File: src/hdl/csc_pkg.sv
// Shared types, constants and keyword table for the C syntax classifier.
`default_nettype none

package csc_pkg;

   localparam int CSC_LOOKAHEAD   = 9;
   localparam int CSC_KW_SLOTS    = 32;
   localparam int CSC_KW_MAX_LEN  = 8;
   localparam int CSC_KW_TOTAL    = 23;
   localparam int CSC_KW_BYTES    = 8;
   localparam int CSC_QUEUE_DEPTH = 4;

   typedef enum logic [2:0] {
      CLS_NORMAL  = 3'd0,
      CLS_COMMENT = 3'd1,
      CLS_BLOCK   = 3'd2,
      CLS_KW1     = 3'd3,
      CLS_KW2     = 3'd4,
      CLS_STRING  = 3'd5,
      CLS_NUMBER  = 3'd6
   } csc_class_type;

   typedef enum logic [1:0] {
      CSR_HIGHLIGHT_ON = 2'd0,
      CSR_NUMBER_HL    = 2'd1,
      CSR_STRING_HL    = 2'd2
   } csc_csr_type;

   typedef struct packed {
      logic [7:0] char_byte;
      logic       char_present;
      logic       row_first;
      logic       row_last;
      logic       open_comment_in;
   } csc_req_type;

   typedef struct packed {
      logic [7:0] char_value;
      logic       char_valid;
      logic [2:0] char_class;
      logic       row_done;
      logic       open_comment_out;
   } csc_rsp_type;

   typedef struct packed {
      logic highlight_on;
      logic number_highlight;
      logic string_highlight;
   } csc_cfg_type;

   // keyword text, first character in the top byte, zero padded
   function automatic logic [63:0] kw_text(input int j);
      logic [63:0] t;
      t = 64'h0;
      case (j)
         0:  t = {"switch", 16'h0};
         1:  t = {"if", 48'h0};
         2:  t = {"while", 24'h0};
         3:  t = {"for", 40'h0};
         4:  t = {"break", 24'h0};
         5:  t = "continue";
         6:  t = {"return", 16'h0};
         7:  t = {"else", 32'h0};
         8:  t = {"struct", 16'h0};
         9:  t = {"union", 24'h0};
         10: t = {"typedef", 8'h0};
         11: t = {"static", 16'h0};
         12: t = {"enum", 32'h0};
         13: t = {"class", 24'h0};
         14: t = {"case", 32'h0};
         15: t = {"int", 40'h0};
         16: t = {"long", 32'h0};
         17: t = {"double", 16'h0};
         18: t = {"float", 24'h0};
         19: t = {"char", 32'h0};
         20: t = "unsigned";
         21: t = {"signed", 16'h0};
         22: t = {"void", 32'h0};
         default: t = 64'h0;
      endcase
      return t;
   endfunction

   function automatic logic [3:0] kw_len(input int j);
      logic [3:0] n;
      n = 4'd0;
      case (j)
         1:                   n = 4'd2;
         3, 15:               n = 4'd3;
         7, 12, 14, 16, 19, 22: n = 4'd4;
         2, 4, 9, 13, 18:     n = 4'd5;
         0, 6, 8, 11, 17, 21: n = 4'd6;
         10:                  n = 4'd7;
         5, 20:               n = 4'd8;
         default:             n = 4'd0;
      endcase
      return n;
   endfunction

   function automatic logic [7:0] kw_byte(input int j, input int k);
      logic [63:0] t;
      t = kw_text(j);
      return t[63-8*k -: 8];
   endfunction

   function automatic csc_class_type kw_kind(input int j);
      return (j < 15) ? CLS_KW1 : CLS_KW2;
   endfunction

endpackage

`default_nettype wire

File: src/hdl/c_source_syntax_classifier.sv
// Top level of the C syntax classifier: config registers, front queue, back end.
//
//   channel | direction | handshake          | beat
//   req_    | in        | req_valid/req_stall | csc_req_type, one row item
//   rsp_    | out       | rsp_valid/rsp_stall | csc_rsp_type, one classified byte
//   csr_    | in        | csr_valid/csr_ready | csr_index, csr_data (1 bit)
//
// Streaming bytes enter the window from the queue; a byte's result leaves once the
// window holds LOOKAHEAD bytes counting it, i.e. LOOKAHEAD-1 bytes behind it. A row
// end drains the window, one result per cycle while rsp_stall is low; the front
// queue keeps taking beats meanwhile until it fills.
// Reset is synchronous, clears control state and sets the config registers to 1.
// rsp_stall holds the result register and backs up the queue into req_stall.
`default_nettype none

module c_source_syntax_classifier
   import csc_pkg::*;
#(
   parameter int LOOKAHEAD = CSC_LOOKAHEAD
)(
   input  wire logic        clock,
   input  wire logic        reset,
   input  wire logic        req_valid,
   output logic             req_stall,
   input  wire csc_req_type req_data,
   output logic             rsp_valid,
   input  wire logic        rsp_stall,
   output csc_rsp_type      rsp_data,
   input  wire logic        csr_valid,
   output logic             csr_ready,
   input  wire logic [1:0]  csr_index,
   input  wire logic        csr_data
);

   csc_cfg_type cfg_ff, cfg_in;
   logic        q_valid, q_pop;
   csc_req_type q_data;

   // config writes always complete; unknown indexes are dropped
   assign csr_ready = 1'b1;

   always_comb begin
      cfg_in = cfg_ff;
      if (csr_valid) begin
         case (csr_index)
            CSR_HIGHLIGHT_ON: cfg_in.highlight_on     = csr_data;
            CSR_NUMBER_HL:    cfg_in.number_highlight = csr_data;
            CSR_STRING_HL:    cfg_in.string_highlight = csr_data;
            default:          cfg_in = cfg_ff;
         endcase
      end
   end

   always_ff @(posedge clock) begin
      if (reset) begin
         cfg_ff <= '{highlight_on: 1'b1, number_highlight: 1'b1, string_highlight: 1'b1};
      end else begin
         cfg_ff <= cfg_in;
      end
   end

   csc_front u_front (
      .clock     (clock),
      .reset     (reset),
      .req_valid (req_valid),
      .req_stall (req_stall),
      .req_data  (req_data),
      .q_valid   (q_valid),
      .q_data    (q_data),
      .q_pop     (q_pop)
   );

   csc_back #(.LOOKAHEAD(LOOKAHEAD)) u_back (
      .clock     (clock),
      .reset     (reset),
      .cfg       (cfg_ff),
      .q_valid   (q_valid),
      .q_data    (q_data),
      .q_pop     (q_pop),
      .rsp_valid (rsp_valid),
      .rsp_stall (rsp_stall),
      .rsp_data  (rsp_data)
   );

endmodule

`default_nettype wire

File: src/hdl/csc_front.sv
// Front end: accepts request beats, drops no-op items and queues the rest.
`default_nettype none

module csc_front
   import csc_pkg::*;
(
   input  wire logic        clock,
   input  wire logic        reset,
   input  wire logic        req_valid,
   output logic             req_stall,
   input  wire csc_req_type req_data,
   output logic             q_valid,
   output csc_req_type      q_data,
   input  wire logic        q_pop
);

   localparam int PTR_W = $clog2(CSC_QUEUE_DEPTH);
   localparam int CNT_W = $clog2(CSC_QUEUE_DEPTH + 1);

   csc_req_type      mem_ff [CSC_QUEUE_DEPTH];
   logic [PTR_W-1:0] wr_ff, wr_in, rd_ff, rd_in;
   logic [CNT_W-1:0] cnt_ff, cnt_in;
   logic             take, push;

   assign req_stall = (cnt_ff == CNT_W'(CSC_QUEUE_DEPTH));
   assign take      = req_valid && !req_stall;
   // an item with no byte, no row start and no row end does nothing
   assign push      = take && (req_data.char_present || req_data.row_first ||
                               req_data.row_last);
   assign q_valid   = (cnt_ff != '0);
   assign q_data    = mem_ff[rd_ff];

   always_comb begin
      wr_in  = push  ? PTR_W'(wr_ff + 1'b1) : wr_ff;
      rd_in  = q_pop ? PTR_W'(rd_ff + 1'b1) : rd_ff;
      cnt_in = CNT_W'(cnt_ff + CNT_W'(push) - CNT_W'(q_pop));
   end

   always_ff @(posedge clock) begin
      if (reset) begin
         wr_ff  <= '0;
         rd_ff  <= '0;
         cnt_ff <= '0;
      end else begin
         wr_ff  <= wr_in;
         rd_ff  <= rd_in;
         cnt_ff <= cnt_in;
      end
   end

   always_ff @(posedge clock) begin
      if (push) begin
         mem_ff[wr_ff] <= req_data;
      end
   end

endmodule

`default_nettype wire

File: src/hdl/csc_back.sv
// Back end: byte window, head classifier, row flush and result register.
`default_nettype none

module csc_back
   import csc_pkg::*;
#(
   parameter int LOOKAHEAD = CSC_LOOKAHEAD
)(
   input  wire logic        clock,
   input  wire logic        reset,
   input  wire csc_cfg_type cfg,
   input  wire logic        q_valid,
   input  wire csc_req_type q_data,
   output logic             q_pop,
   output logic             rsp_valid,
   input  wire logic        rsp_stall,
   output csc_rsp_type      rsp_data
);

   localparam int CNT_W = $clog2(LOOKAHEAD + 1);
   localparam int PAD_N = CSC_KW_BYTES + 1;

   typedef struct packed {
      logic          ibc;
      logic [1:0]    quote;
      logic          after_sep;
      csc_class_type prev_class;
      logic [2:0]    run_rem;
      csc_class_type run_class;
      logic          rest_comment;
   } scan_type;

   function automatic scan_type restart(input logic ibc);
      scan_type s;
      s.ibc          = ibc;
      s.quote        = 2'd0;
      s.after_sep    = 1'b1;
      s.prev_class   = CLS_NORMAL;
      s.run_rem      = 3'd0;
      s.run_class    = CLS_NORMAL;
      s.rest_comment = 1'b0;
      return s;
   endfunction

   function automatic logic is_sep(input logic [7:0] c);
      logic r;
      r = 1'b0;
      case (c)
         8'd0, 8'd9, 8'd10, 8'd11, 8'd12, 8'd13, " ",
         ",", ".", "(", ")", "+", "-", "/", "*", "=", "~", "%",
         "<", ">", "[", "]", ";": r = 1'b1;
         default: r = 1'b0;
      endcase
      return r;
   endfunction

   logic [7:0]       win_ff [LOOKAHEAD];
   logic [7:0]       win_in [LOOKAHEAD];
   logic [7:0]       win_v  [LOOKAHEAD];
   logic [7:0]       pad    [PAD_N];
   logic [CNT_W-1:0] cnt_ff, cnt_in, cnt_b, cnt_v;
   scan_type         st_ff, st_in, st_b, st_c;
   logic             flush_ff, flush_in;
   logic             rsp_valid_ff, rsp_valid_in;
   csc_rsp_type      rsp_data_ff, rsp_data_in;

   logic             adv, push_byte;
   logic             emit_norm, emit_empty, start_fl, emit_fl, emit_head, done;
   csc_class_type    cls;
   logic             kw_hit, m, s;
   csc_class_type    kw_k;
   logic [3:0]       kw_l;
   logic [7:0]       c;
   logic             p_ss, p_sa, p_as;

   assign rsp_valid = rsp_valid_ff;
   assign rsp_data  = rsp_data_ff;
   assign adv       = !rsp_valid_ff || !rsp_stall;
   assign q_pop     = q_valid && !flush_ff && adv;
   assign push_byte = !flush_ff && q_data.char_present;

   // view of the window with the incoming byte appended
   always_comb begin
      if (!flush_ff && q_data.row_first) begin
         st_b  = restart(q_data.open_comment_in);
         cnt_b = '0;
      end else begin
         st_b  = st_ff;
         cnt_b = cnt_ff;
      end
      for (int k = 0; k < LOOKAHEAD; k++) begin
         win_v[k] = (push_byte && cnt_b == CNT_W'(k)) ? q_data.char_byte : win_ff[k];
      end
      cnt_v = CNT_W'(cnt_b + CNT_W'(push_byte));
   end

   for (genvar g = 0; g < PAD_N; g++) begin : g_pad
      if (g < LOOKAHEAD) begin : g_in
         assign pad[g] = win_v[g];
      end else begin : g_out
         assign pad[g] = 8'h00;
      end
   end

   // keyword match against the fixed table, lowest slot wins
   always_comb begin
      kw_hit = 1'b0;
      kw_k   = CLS_NORMAL;
      kw_l   = 4'd0;
      m      = 1'b0;
      s      = 1'b0;
      for (int j = CSC_KW_TOTAL - 1; j >= 0; j--) begin
         if (j < CSC_KW_SLOTS && int'(kw_len(j)) <= CSC_KW_MAX_LEN) begin
            m = 1'b1;
            for (int k = 0; k < CSC_KW_BYTES; k++) begin
               if (k < int'(kw_len(j))) begin
                  if (!(k < int'(cnt_v) && pad[k] == kw_byte(j, k))) m = 1'b0;
               end
            end
            s = (int'(kw_len(j)) < int'(cnt_v)) ? is_sep(pad[kw_len(j)]) : flush_ff;
            if (m && s) begin
               kw_hit = 1'b1;
               kw_k   = kw_kind(j);
               kw_l   = kw_len(j);
            end
         end
      end
   end

   // head classifier
   always_comb begin
      c    = win_v[0];
      p_ss = (cnt_v >= CNT_W'(2)) && win_v[0] == "/" && win_v[1] == "/";
      p_sa = (cnt_v >= CNT_W'(2)) && win_v[0] == "/" && win_v[1] == "*";
      p_as = (cnt_v >= CNT_W'(2)) && win_v[0] == "*" && win_v[1] == "/";
      st_c = st_b;
      cls  = CLS_NORMAL;
      if (st_b.run_rem != 3'd0) begin
         st_c.run_rem = 3'(st_b.run_rem - 3'd1);
         cls = st_b.run_class;
      end else if (st_b.rest_comment) begin
         cls = CLS_COMMENT;
      end else if (!cfg.highlight_on) begin
         cls = CLS_NORMAL;
      end else if (st_b.quote == 2'd0 && !st_b.ibc && p_ss) begin
         st_c.rest_comment = 1'b1;
         cls = CLS_COMMENT;
      end else if (st_b.quote == 2'd0 && st_b.ibc) begin
         if (p_as) begin
            st_c.run_class = CLS_BLOCK;
            st_c.run_rem   = 3'd1;
            st_c.ibc       = 1'b0;
            st_c.after_sep = 1'b1;
         end
         cls = CLS_BLOCK;
      end else if (st_b.quote == 2'd0 && p_sa) begin
         st_c.run_class = CLS_BLOCK;
         st_c.run_rem   = 3'd1;
         st_c.ibc       = 1'b1;
         cls = CLS_BLOCK;
      end else if (cfg.string_highlight && st_b.quote != 2'd0) begin
         if (c == "\\" && cnt_v > CNT_W'(1)) begin
            st_c.run_class = CLS_STRING;
            st_c.run_rem   = 3'd1;
         end else begin
            if ((st_b.quote == 2'd1 && c == "\"") || (st_b.quote == 2'd2 && c == "'"))
               st_c.quote = 2'd0;
            st_c.after_sep = 1'b1;
         end
         cls = CLS_STRING;
      end else if (cfg.string_highlight && c == "\"") begin
         st_c.quote = 2'd1;
         cls = CLS_STRING;
      end else if (cfg.string_highlight && c == "'") begin
         st_c.quote = 2'd2;
         cls = CLS_STRING;
      end else if (cfg.number_highlight &&
                   ((c >= "0" && c <= "9" && (st_b.after_sep || st_b.prev_class == CLS_NUMBER))
                    || (c == "." && st_b.prev_class == CLS_NUMBER))) begin
         st_c.after_sep = 1'b0;
         cls = CLS_NUMBER;
      end else if (st_b.after_sep && kw_hit) begin
         st_c.run_class = kw_k;
         st_c.run_rem   = 3'(kw_l - 4'd1);
         st_c.after_sep = 1'b0;
         cls = kw_k;
      end else begin
         st_c.after_sep = is_sep(c);
         cls = CLS_NORMAL;
      end
      st_c.prev_class = cls;
   end

   // sequencing of window, row state and result register
   always_comb begin
      emit_norm  = q_pop && q_data.char_present && !q_data.row_last &&
                   cnt_v == CNT_W'(LOOKAHEAD);
      emit_empty = q_pop && q_data.row_last && cnt_v == '0;
      start_fl   = q_pop && q_data.row_last && cnt_v != '0;
      emit_fl    = flush_ff && adv;
      emit_head  = emit_norm || emit_fl;
      done       = emit_fl && cnt_v == CNT_W'(1);

      win_in       = win_ff;
      cnt_in       = cnt_ff;
      st_in        = st_ff;
      flush_in     = flush_ff;
      rsp_valid_in = adv ? 1'b0 : rsp_valid_ff;
      rsp_data_in  = rsp_data_ff;

      if (emit_head) begin
         for (int k = 0; k < LOOKAHEAD - 1; k++) win_in[k] = win_v[k+1];
         win_in[LOOKAHEAD-1] = win_v[LOOKAHEAD-1];
         cnt_in   = CNT_W'(cnt_v - CNT_W'(1));
         st_in    = done ? restart(st_c.ibc) : st_c;
         flush_in = emit_fl && !done;
         rsp_valid_in                 = 1'b1;
         rsp_data_in.char_value       = win_v[0];
         rsp_data_in.char_valid       = 1'b1;
         rsp_data_in.char_class       = cls;
         rsp_data_in.row_done         = done;
         rsp_data_in.open_comment_out = done && cfg.highlight_on && st_c.ibc;
      end else if (emit_empty) begin
         cnt_in = '0;
         st_in  = restart(st_b.ibc);
         rsp_valid_in                 = 1'b1;
         rsp_data_in.char_value       = 8'h00;
         rsp_data_in.char_valid       = 1'b0;
         rsp_data_in.char_class       = CLS_NORMAL;
         rsp_data_in.row_done         = 1'b1;
         rsp_data_in.open_comment_out = cfg.highlight_on && st_b.ibc;
      end else if (q_pop) begin
         win_in   = win_v;
         cnt_in   = cnt_v;
         st_in    = st_b;
         flush_in = start_fl;
      end
   end

   always_ff @(posedge clock) begin
      if (reset) begin
         cnt_ff       <= '0;
         st_ff        <= restart(1'b0);
         flush_ff     <= 1'b0;
         rsp_valid_ff <= 1'b0;
      end else begin
         cnt_ff       <= cnt_in;
         st_ff        <= st_in;
         flush_ff     <= flush_in;
         rsp_valid_ff <= rsp_valid_in;
      end
   end

   always_ff @(posedge clock) begin
      win_ff      <= win_in;
      rsp_data_ff <= rsp_data_in;
   end

endmodule

`default_nettype wire

File: config.mk
export PLATFORM = sky130hd
export DESIGN_NAME = c_source_syntax_classifier
export DESIGN_NICKNAME = d
export VERILOG_FILES = /design/src/hdl/csc_pkg.sv /design/src/hdl/c_source_syntax_classifier.sv /design/src/hdl/csc_front.sv /design/src/hdl/csc_back.sv
export SDC_FILE = /design/constraint.sdc
export NUM_CORES = 1
export LEC_CHECK = 0
export BUFFER_PORTS_ARGS = -buffer_cell sky130_fd_sc_hd__buf_2
export CORE_ASPECT_RATIO = 0.5
export CORE_UTILIZATION = 50
export DETAILED_ROUTE_END_ITERATION = 8
export PLACE_DENSITY = 0.68
export SLEW_MARGIN = 10
export SYNTH_ARGS = -nofsm -noshare
export SYNTH_HDL_FRONTEND = slang
export SYNTH_SLANG_ARGS = --single-unit
export TNS_END_PERCENT = 10
File: constraint.sdc
create_clock -name clock -period 12.56 [get_ports clock]
set_input_delay 0 -clock clock [delete_from_list [all_inputs] [get_ports clock]]
set_output_delay 0 -clock clock [all_outputs]
set_load 0.01 [all_outputs]
# --- Yosys cells after proc, flatten, opt, wreduce, memory -nomap -nowiden ---
# Memories as Yosys holds them, arrays and structs flattened. A register that Yosys moved wholly into a read port is not among the register bits.
# Cells that the tools add are included.
classes:
  addsub: 8
  order_cmp: 13
  n_eq_ne: 270
  n_mux: 267
  reduce_logical: 188
op_table:
  columns: ["operator", "count"]
  rows:
  - ["equality test 8 x 6 -> 1 bit (second input constant)", 116]
  - ["equality test 8 x 7 -> 1 bit (second input constant)", 97]
  - ["equality test 8 x 4 -> 1 bit (second input constant)", 40]
  - ["2-to-1 mux 72 bit", 3]
  - ["OR reduction 23 bit", 8]
  - ["2-to-1 mux 3 bit", 61]
  - ["2-to-1 mux 1 bit", 160]
  - ["logical AND 1 bit", 142]
  - ["2-to-1 mux 14 bit", 6]
  - ["2-to-1 mux 8 bit", 9]
  - ["zero test 8 bit", 8]
  - ["2-to-1 mux 6 bit", 10]
  - ["2-to-1 mux 4 bit", 9]
  - ["equality test 4 x 3 -> 1 bit (second input constant)", 4]
  - ["less-than comparator 3 x 4 -> 1 bit (first input constant)", 4]
  - ["2-to-1 mux 7 bit", 2]
  - ["2-to-1 mux 13 bit", 1]
  - ["2-to-1 mux 2 bit", 6]
  - ["nonzero test 3 bit", 4]
  - ["equality test 4 x 1 -> 1 bit (second input constant)", 2]
  - ["equality test 4 x 2 -> 1 bit (second input constant)", 2]
  - ["equality test 4 bit (second input constant)", 2]
  - [">= comparator 8 x 6 -> 1 bit (second input constant)", 1]
  - ["<= comparator 8 x 6 -> 1 bit (second input constant)", 1]
  - ["22 further kinds", 48]
totals:
  ff_bits: 116
  ram_bits: 48
  in_bits: 20
  output_inout_bits: 17
  n_memories: 1
memory_table:
  columns: ["memory", "words", "word_bits", "rd", "rd_clocked_by_memory_dff", "wr", "line", "rtl"]
  rows:
  - ["u_front.mem_ff", 4, 12, 1, 1, 1, "csc_front.sv:20", "csc_req_type mem_ff [CSC_QUEUE_DEPTH];"]

# --- Longest topological paths before layout ---
# Gate-level depths: netlist of the first run.
depth:
  depth_word: 52
  ltp_mapped: 24
  depth_no_buf: 19

# --- By module ---
# Synthesis of the first run repeated with hierarchy kept, for this count alone.
hier_totals:
  cells_unflattened: 1660
  area_unflattened_um2: 13883.3
modules_own_cells:
  columns: ["module", "n_inst", "cells_each", "area_each_um2"]
  rows:
  - ["csc_back", 1, 1536, 11551.1]
  - ["csc_front", 1, 109, 2188.3]
  - ["c_source_syntax_classifier", 1, 15, 143.9]

# --- Worst setup path before layout of the first run ---
# OpenSTA, ideal clock, no wires.
synth_timing:
  path_type: "register -> register"
  startpoint: "register with a tool-made name"
  endpoint: "register u_back.win_ff[0] in the netlist's numbering (enable)"
  setup_ns: 0.601
  arrival_ns: 7.981
  setup_slack_ns: 3.978
  path_stages_with_launch: 15
  path_buffers: 5
  path_cell_list: "dfxtp_1 > buf_6 > mux2_4 > a22oi_1 > clkbuf_1 > clkbuf_1 > and2_1 > ha_1 > clkbuf_1 > and2_1 > clkbuf_1 > o21ai_0 > o21ai_0 > nor2_1 > o21ai_0"
synth_rtl:
  columns: ["item", "line", "rtl"]
  rows:
  - ["to (signal assigned)", "csc_back.sv:255", "win_ff <= win_in;"]
  - ["to (decl)", "csc_back.sv:57", "logic [7:0] win_ff [LOOKAHEAD];"]

# --- Worst setup path in the final report of the first run ---
layout_timing:
  startpoint: "register u_back.flush_ff"
  endpoint: "register u_back.st_ff[5] in the netlist's numbering"
layout_between:
  elab_chain_cells: 52
  word_cells_on_any_way: 610
layout_lines:
  columns: ["item", "line", "rtl"]
  rows:
  - ["from (decl)", "csc_back.sv:63", "logic flush_ff, flush_in;"]
  - ["from (signal assigned)", "csc_back.sv:249", "flush_ff <= flush_in;"]
  - ["branches (longest 52 deep; another with adder 4 x 1 -> 4 bit)", null, null]
  - ["to (signal assigned)", "csc_back.sv:243", "st_ff <= restart(1'b0);"]
  - ["to (signal assigned)", "csc_back.sv:248", "st_ff <= st_in;"]
  - ["to (decl)", "csc_back.sv:62", "scan_type st_ff, st_in, st_b, st_c;"]
# Parallel ways; which one is timed is not known. The select of a mux whose other input is x is not followed.
# A chain may end at the register's enable or synchronous reset.

==> results.toml, run 1 <==
[clocking]
cts_max_path_buffers = 2
cts_sinks = 166
cts_max_level = 4
clock_latency_ns = 0.48
clockRootBuffer = "clkbuf_16"
clk_pin_slew_ns = 0.10
cts_made_buffers = 17
tritoncts = "built"

[die]
start_util_pct = 50.9
dieArea_sq_um = 27600
row_count = 42
core_region_area_sq_um = 26400
die_width_um = 234
num_io_pins = 37
dieHeight_um = 118

[sta]
finalCritPeriodShare_pct = 48.2
setup_viol = 0
tightest_slew_ns = 1.14
max_freq_mhz = 165
whs_ns = 0.0830
post-route-min-period_ns = 6.06
maxSlewViolCount = 0
finalClockSkew_ns = 0.0244
hold_viol = 0
finalSetupTns_ns = 0
slew_headroom_pct = 23.3
rsz0062_at_grt = "false"

[flow_run]
drv_cap = 0

[layout]
diodes = 0
syn_to_final_growth_pct = 8.56
layout.nets = 1534
final_area_sq_um = 14600
layout.cells.non_filler = 1864
final_cell_mix = "nor2_1, mux2i_1, edfxtp_1, a21oi_1, nand2_1"
drive_gt1_share_pct = 11.6
final_common_cell = "nor2_1"

[critical_path]
path_max_fanout = 20
critPathBufInv = 2
cp.required_ns = 12.88
cpMostUsedCell = "nor2_1"
critPathTopFamily = "compound AO/OA/AOI/OAI gates"
crit_slowest_cell = "a2bb2oi_2"
path_cells = "and2b_1 -> a2bb2oi_2 -> inv_2 -> ha_1 -> xor2_1 -> ha_1 -> o21ai_0 -> nor2_1 -> nor2_1 -> inv_1 -> o21ai_0 -> a21oi_1 -> nor2_1 -> a311oi_1 -> a31oi_1"
cp-start-kind = "flip-flop"
max_stage_delay_ns = 0.80
crit_path_end_kind = "flip-flop"
critPathArrivalTime_ns = 6.38
crit_type = "flip-flop to flip-flop"

[logic_synthesis]
netlist_instances = 1520
syn_nets = 1555
async_flop_share_pct = 0
syn_avg_cell_area_sq_um = 8.86
synth_seq_area_share_pct = 34.6
synth_top_area_share_pct = 29.7
netlist_area_sq_um = 13500
synthFlopType = "edfxtp_1"
ys_ff_latch = 166
synth_area_leaders = "edfxtp_1, mux2i_1, nor2_1"
synth_cell_type_count = 104
synth_area_leader_cell = "edfxtp_1"
yosys_warnings = 0
synth-edff-count = 133

[global_route]
grt_pass1_wl_um = 82600
antenna_found_initial = 2
grtUsageTotal_pct = 41.2
grt_pass1_vias = 12400
overflow = 0
grt_max_degree = 73

[detailed_routing]
drc = 0
wl_per_cell_um = 30.6
drt-pass1-iter-count = 6
drtIter0Drc = 2355
routed_wl_um = 56900
via_per_inst = 7.32
dr_total_vias = 13600
antenna_left = 0

[min_path]
hold_class = "input pin to flip-flop"

[power_and_ir_drop]
max-vdd-ir-drop_uv = 214
p_leak_nw = 4.98
finalPower_mw = 4.18
powerDensity_nw_per_um2 = 286

[placement]
dpl.cell_count = 1813
placed_area_sq_um = 13800
port_buffers = 35
gp_congestion = 1.10
detailed_place_hpwl_um = 41900

[outcome]
outcome = "complete, no violations"
[worst reg2reg max path, cell delays in order, from the launching register on]
cell       delay [ns]
dfxtp_1          0.67
and2b_1          0.32
a2bb2oi_2        0.80
inv_2            0.30
ha_1             0.38
xor2_1           0.34
ha_1             0.33
o21ai_0          0.24
nor2_1           0.37
nor2_1           0.13
inv_1            0.58
o21ai_0          0.45
a21oi_1          0.31
nor2_1           0.09
a311oi_1         0.45
a31oi_1          0.14
[sequential cells by signal, summed over array words and instances, names as in the netlist, named ones only]
name	cells
cfg_ff	3
u_back.cnt_ff	4
u_back.flush_ff	1
u_back.rsp_data	14
u_back.rsp_valid	1
u_back.st_ff	14
u_back.win_ff	72
u_front.cnt_ff	3
u_front.mem_ff	48
u_front.rd_ff	2
u_front.wr_ff	2
[what timing repair did]
| item | in CTS | in global routing |
|---|---|---|
| gates resized for setup | 0 | 0 |
| hold buffers | 19 | 0 |
| setup endpoints to repair | 0 | 0 |
| hold endpoints to repair | 52 | 0 |
| buffers inserted | 0 | 0 |
[cell type report]
class / count / area [sq um]
clock buffer: 17 / 425
clock inverter: 15 / 211
fill: 2312 / 11800
timing repair buffer: 75 / 523
inverter: 30 / 113
sequential: 166 / 4650
tap: 352 / 440
multi-input combinational: 1209 / 8250
[Yosys cell counts, drive strengths merged, types with 14 or more instances]
cell type,count
a211oi,15
a21oi,106
a31oi,32
and2,14
buf,45
clkbuf,70
dfxtp,33
edfxtp,133
ha,14
inv,28
mux2,29
mux2i,139
nand2,105
nand2b,35
nand3,41
nand4,27
nor2,179
nor2b,30
nor3,55
nor4,46
o21ai,61
o22ai,14
or3,18
[metrics by stage]
stage          worst slack [ns]  util (%)
2_1_floorplan              3.98         -
3_3_place_gp               6.90      52.2
3_5_place_dp               6.66      52.2
4_1_cts                    6.62      55.3
5_1_grt                    6.16      55.3
6_report                   6.50      55.3
[where the power goes]
group	switching [mW]	internal [mW]	total, mW
logic	1.66	0.709	2.36
registers	0.330	0.913	1.24
clock network	0.299	0.278	0.577
total	2.28	1.90	4.18
[path summary, 6_finish.rpt]
kind,slack [ns],end,startpoint,cells after the start
worst min register to register,0.45,u_back.rsp_data[5]$_SDFFE_PN1P_,u_back.rsp_data[5]$_SDFFE_PN1P_,2
worst min-delay path,0.08,u_front.wr_ff[0]$_SDFFE_PP0P_,reset,2
worst max-delay path,6.50,u_back.st_ff[5]$_SDFFE_PP0P_,u_back.flush_ff$_SDFFE_PP0P_,15
worst max register to register,6.50,u_back.st_ff[5]$_SDFFE_PP0P_,u_back.flush_ff$_SDFFE_PP0P_,15
[logic make-up after synthesis]
family | count (synthesis) | share of synthesized area (%)
simple gates | 644 | 25.5
compound gates | 349 | 17.7
mux | 178 | 14.6
flops | 166 | 34.6
buf+inv | 145 | 4.71
xor+xnor | 20 | 1.30
fa+ha+maj | 17 | 1.60
other cells | 1 | 0.0278
[layer usage]
metal	track usage (%)	vias up	wire [um]
li1	-	5763	-
met1	60.7	6632	24600
met2	56.0	1099	22500
met3	14.3	147	8220
met4	11.6	0	1660
met5	0	-	0
Power figures use the tool's default switching activity.
==> inputs of run 2 (changes only) <==
Settings changed: PLACE_DENSITY 0.68 to 0.71.
Clock period 12.56 ns to 5.5 ns, I/O delays scaled along.
==> run 2 against run 1 <==
Non-clock buffer count rose by 77. Largest power group unchanged. Critical endpoint is now u_back.rsp_data[4]$_DFFE_PP_. First-iteration DRC count rose by 11%. Sequential power rose by 130%. Routed wire length rose by 2.1%.
==> results.toml, run 2 (synthesis results as in run 1) <==
[detailed_routing]
drtIter0Drc = 2606
dr_total_vias = 14100
drt-pass1-iter-count = 9
wl_per_cell_um = 29.9
antenna_left = 0
routed_wl_um = 58100
drc = 0
via_per_inst = 7.26

[clocking]
clk_pin_slew_ns = 0.08
cts_setup_buffers = 0
cts_sinks = 166
cts_resized = 0
cts_max_level = 4
tritoncts = "built"
cts_made_buffers = 17
clock_latency_ns = 0.47
cts_max_path_buffers = 2
clockRootBuffer = "clkbuf_16"

[global_route]
grt_pass1_wl_um = 84100
overflow = 0
grt_pass1_vias = 12700
antenna_found_initial = 2
grt_max_degree = 73
grtUsageTotal_pct = 41.9

[layout]
seq_area_sq_um = 4650
final_cell_mix = "nor2_1, mux2i_1, edfxtp_1, a21oi_1, nand2_1"
multi_input_comb_area_sq_um = 8240
layout.cells.non_filler = 1943
largest_reg_flops = 72
syn_to_final_growth_pct = 13.0
final_common_cell = "nor2_1"
layout.nets = 1611
fill_cells = 2291
drive_gt1_share_pct = 15.8
largest-register = "u_back.win_ff"
largestRegisters = "u_back.win_ff: 72 flops, u_front.mem_ff: 48 flops"

[placement]
port_buffers = 35
detailed_place_hpwl_um = 44000
dpl.cell_count = 1890
gp_congestion = 1.07

[outcome]
outcome = "complete, no violations"

[power_and_ir_drop]
p_sw_mw = 5.29
swShare_pct = 53.5
max-vdd-ir-drop_uv = 491
power_frac_clock_pct = 13.4
p_int_mw = 4.60
p_leak_nw = 5.36
powerDensity_nw_per_um2 = 650
p_comb_share_pct = 57.9
sequentialPowerShare_pct = 28.7

[die]
die_width_um = 234
dieArea_sq_um = 27600
row_count = 42
dieHeight_um = 118
num_io_pins = 37
start_util_pct = 50.9
core_region_area_sq_um = 26400

[flow_run]
drv_cap = 0

[sta]
max_freq_mhz = 191
finalClockSkew_ns = 0.0131
post-route-min-period_ns = 5.22
tightest_slew_ns = 1.14
rsz0062_at_grt = "false"
finalSetupTns_ns = 0
finalCritPeriodShare_pct = 95.0
hold_viol = 0
setup_viol = 0
maxSlewViolCount = 0
slew_headroom_pct = 23.7

[critical_path]
rr_worst_depth = 17
crit_end = "u_back.rsp_data[4]$_DFFE_PP_"
critPathArrivalTime_ns = 5.42
cp-start-kind = "flip-flop"
cp.required_ns = 5.70
r2r_setup_slack_ns = 0.28
worstReg2RegEnd = "u_back.rsp_data[4]$_DFFE_PP_"
path_max_fanout = 9
crit_type = "flip-flop to flip-flop"
crit_path_end_kind = "flip-flop"

[min_path]
hold_class = "input pin to flip-flop"
hold_depth = 5
[run 2: changes by cell type in the layout (fill, tap and decap cells not counted), sizes merged]
cell	before	now
diode	0	2
bufinv	0	1
inv	36	37
clkinv	9	7
buf	56	133
[run 2: area by class of cell]
| type | instances | share of cell area (%) |
|---|---|---|
| tap | 352 | 2.90 |
| clock inverter | 15 | 1.43 |
| sequential | 166 | 30.6 |
| inverter | 30 | 0.740 |
| multi-input combinational | 1209 | 54.2 |
| timing repair buffer | 152 | 7.32 |
| antenna | 2 | 0.0329 |
| clock buffer | 17 | 2.80 |
[run 2: repair_timing]
| item | 4_1_cts | 5_1_grt |
|---|---|---|
| endpoints found under the setup margin | 0 | 0 |
| hold buffers | 19 | 0 |
| endpoints found under the hold margin | 52 | 0 |
[run 2: layer usage]
layer,vias to the layer above,GRT usage [%],share of wire [%]
met4,6,12.1,3.1
met1,6829,61.1,42
li1,5930,-,-
met5,-,2.02,0.13
met2,1155,57.3,40
met3,179,14.7,15
[run 2: power groups by stage]
stage               Clock [mW]  Combinational, mW  Sequential [mW]
finish                    1.32               5.73             2.84
global route              1.37               5.93             2.87
CTS                       1.32               5.46             2.77
detailed placement           0               5.41             2.79
global placement             0               5.31             2.74
floorplan                    0               3.59             2.43
[run 2: worst min-delay path by stage]
stage | startpoint | end | slack [ns]
detailed placement | req_data[5] | u_front.mem_ff[1][5]$_DFFE_PP_ | 0.22
finish | req_valid | u_front.wr_ff[0]$_SDFFE_PP0P_ | 0.03
global placement | req_data[9] | u_front.mem_ff[3][9]$_DFFE_PP_ | 0.21
global route | reset | u_back.cnt_ff[3]$_SDFFE_PP0P_ | 0.05
CTS | reset | u_back.st_ff[12]$_SDFFE_PP0P_ | 0.03
floorplan | req_data[0] | u_front.mem_ff[0][0]$_DFFE_PP_ | 0.1
[run 2: critical path: stages, from the launching register on]
cell and delay (ns):
dfxtp_1 0.63, mux2_4 0.38, a22oi_2 0.21, and2_1 0.16, ha_1 0.20, xor2_1 0.31, ha_1 0.24, inv_1 0.10
maj3_1 0.34, o211a_1 0.31, o21ai_0 0.22, nor4_1 0.15, o2111a_1 0.17, and2_1 0.21, o41ai_1 0.88, a31oi_1 0.17
a31oi_1 0.21, nor2_1 0.06
[run 2: through the flow]
stage          utilization [%]  setup slack, ns  instance area, sq um  hold slack [ns]  total power [mW]
6_report                  57.5            0.276                 15200           0.0282              9.89
5_1_grt                   57.5            0.110                 15200           0.0550              10.2
4_1_cts                   57.5            0.466                 15200           0.0258              9.56
3_5_place_dp              54.4            0.459                 14400            0.222              8.20
3_3_place_gp              54.4            0.580                 14400            0.209              8.05
2_1_floorplan                -            0.247                 13500           0.0989              6.02
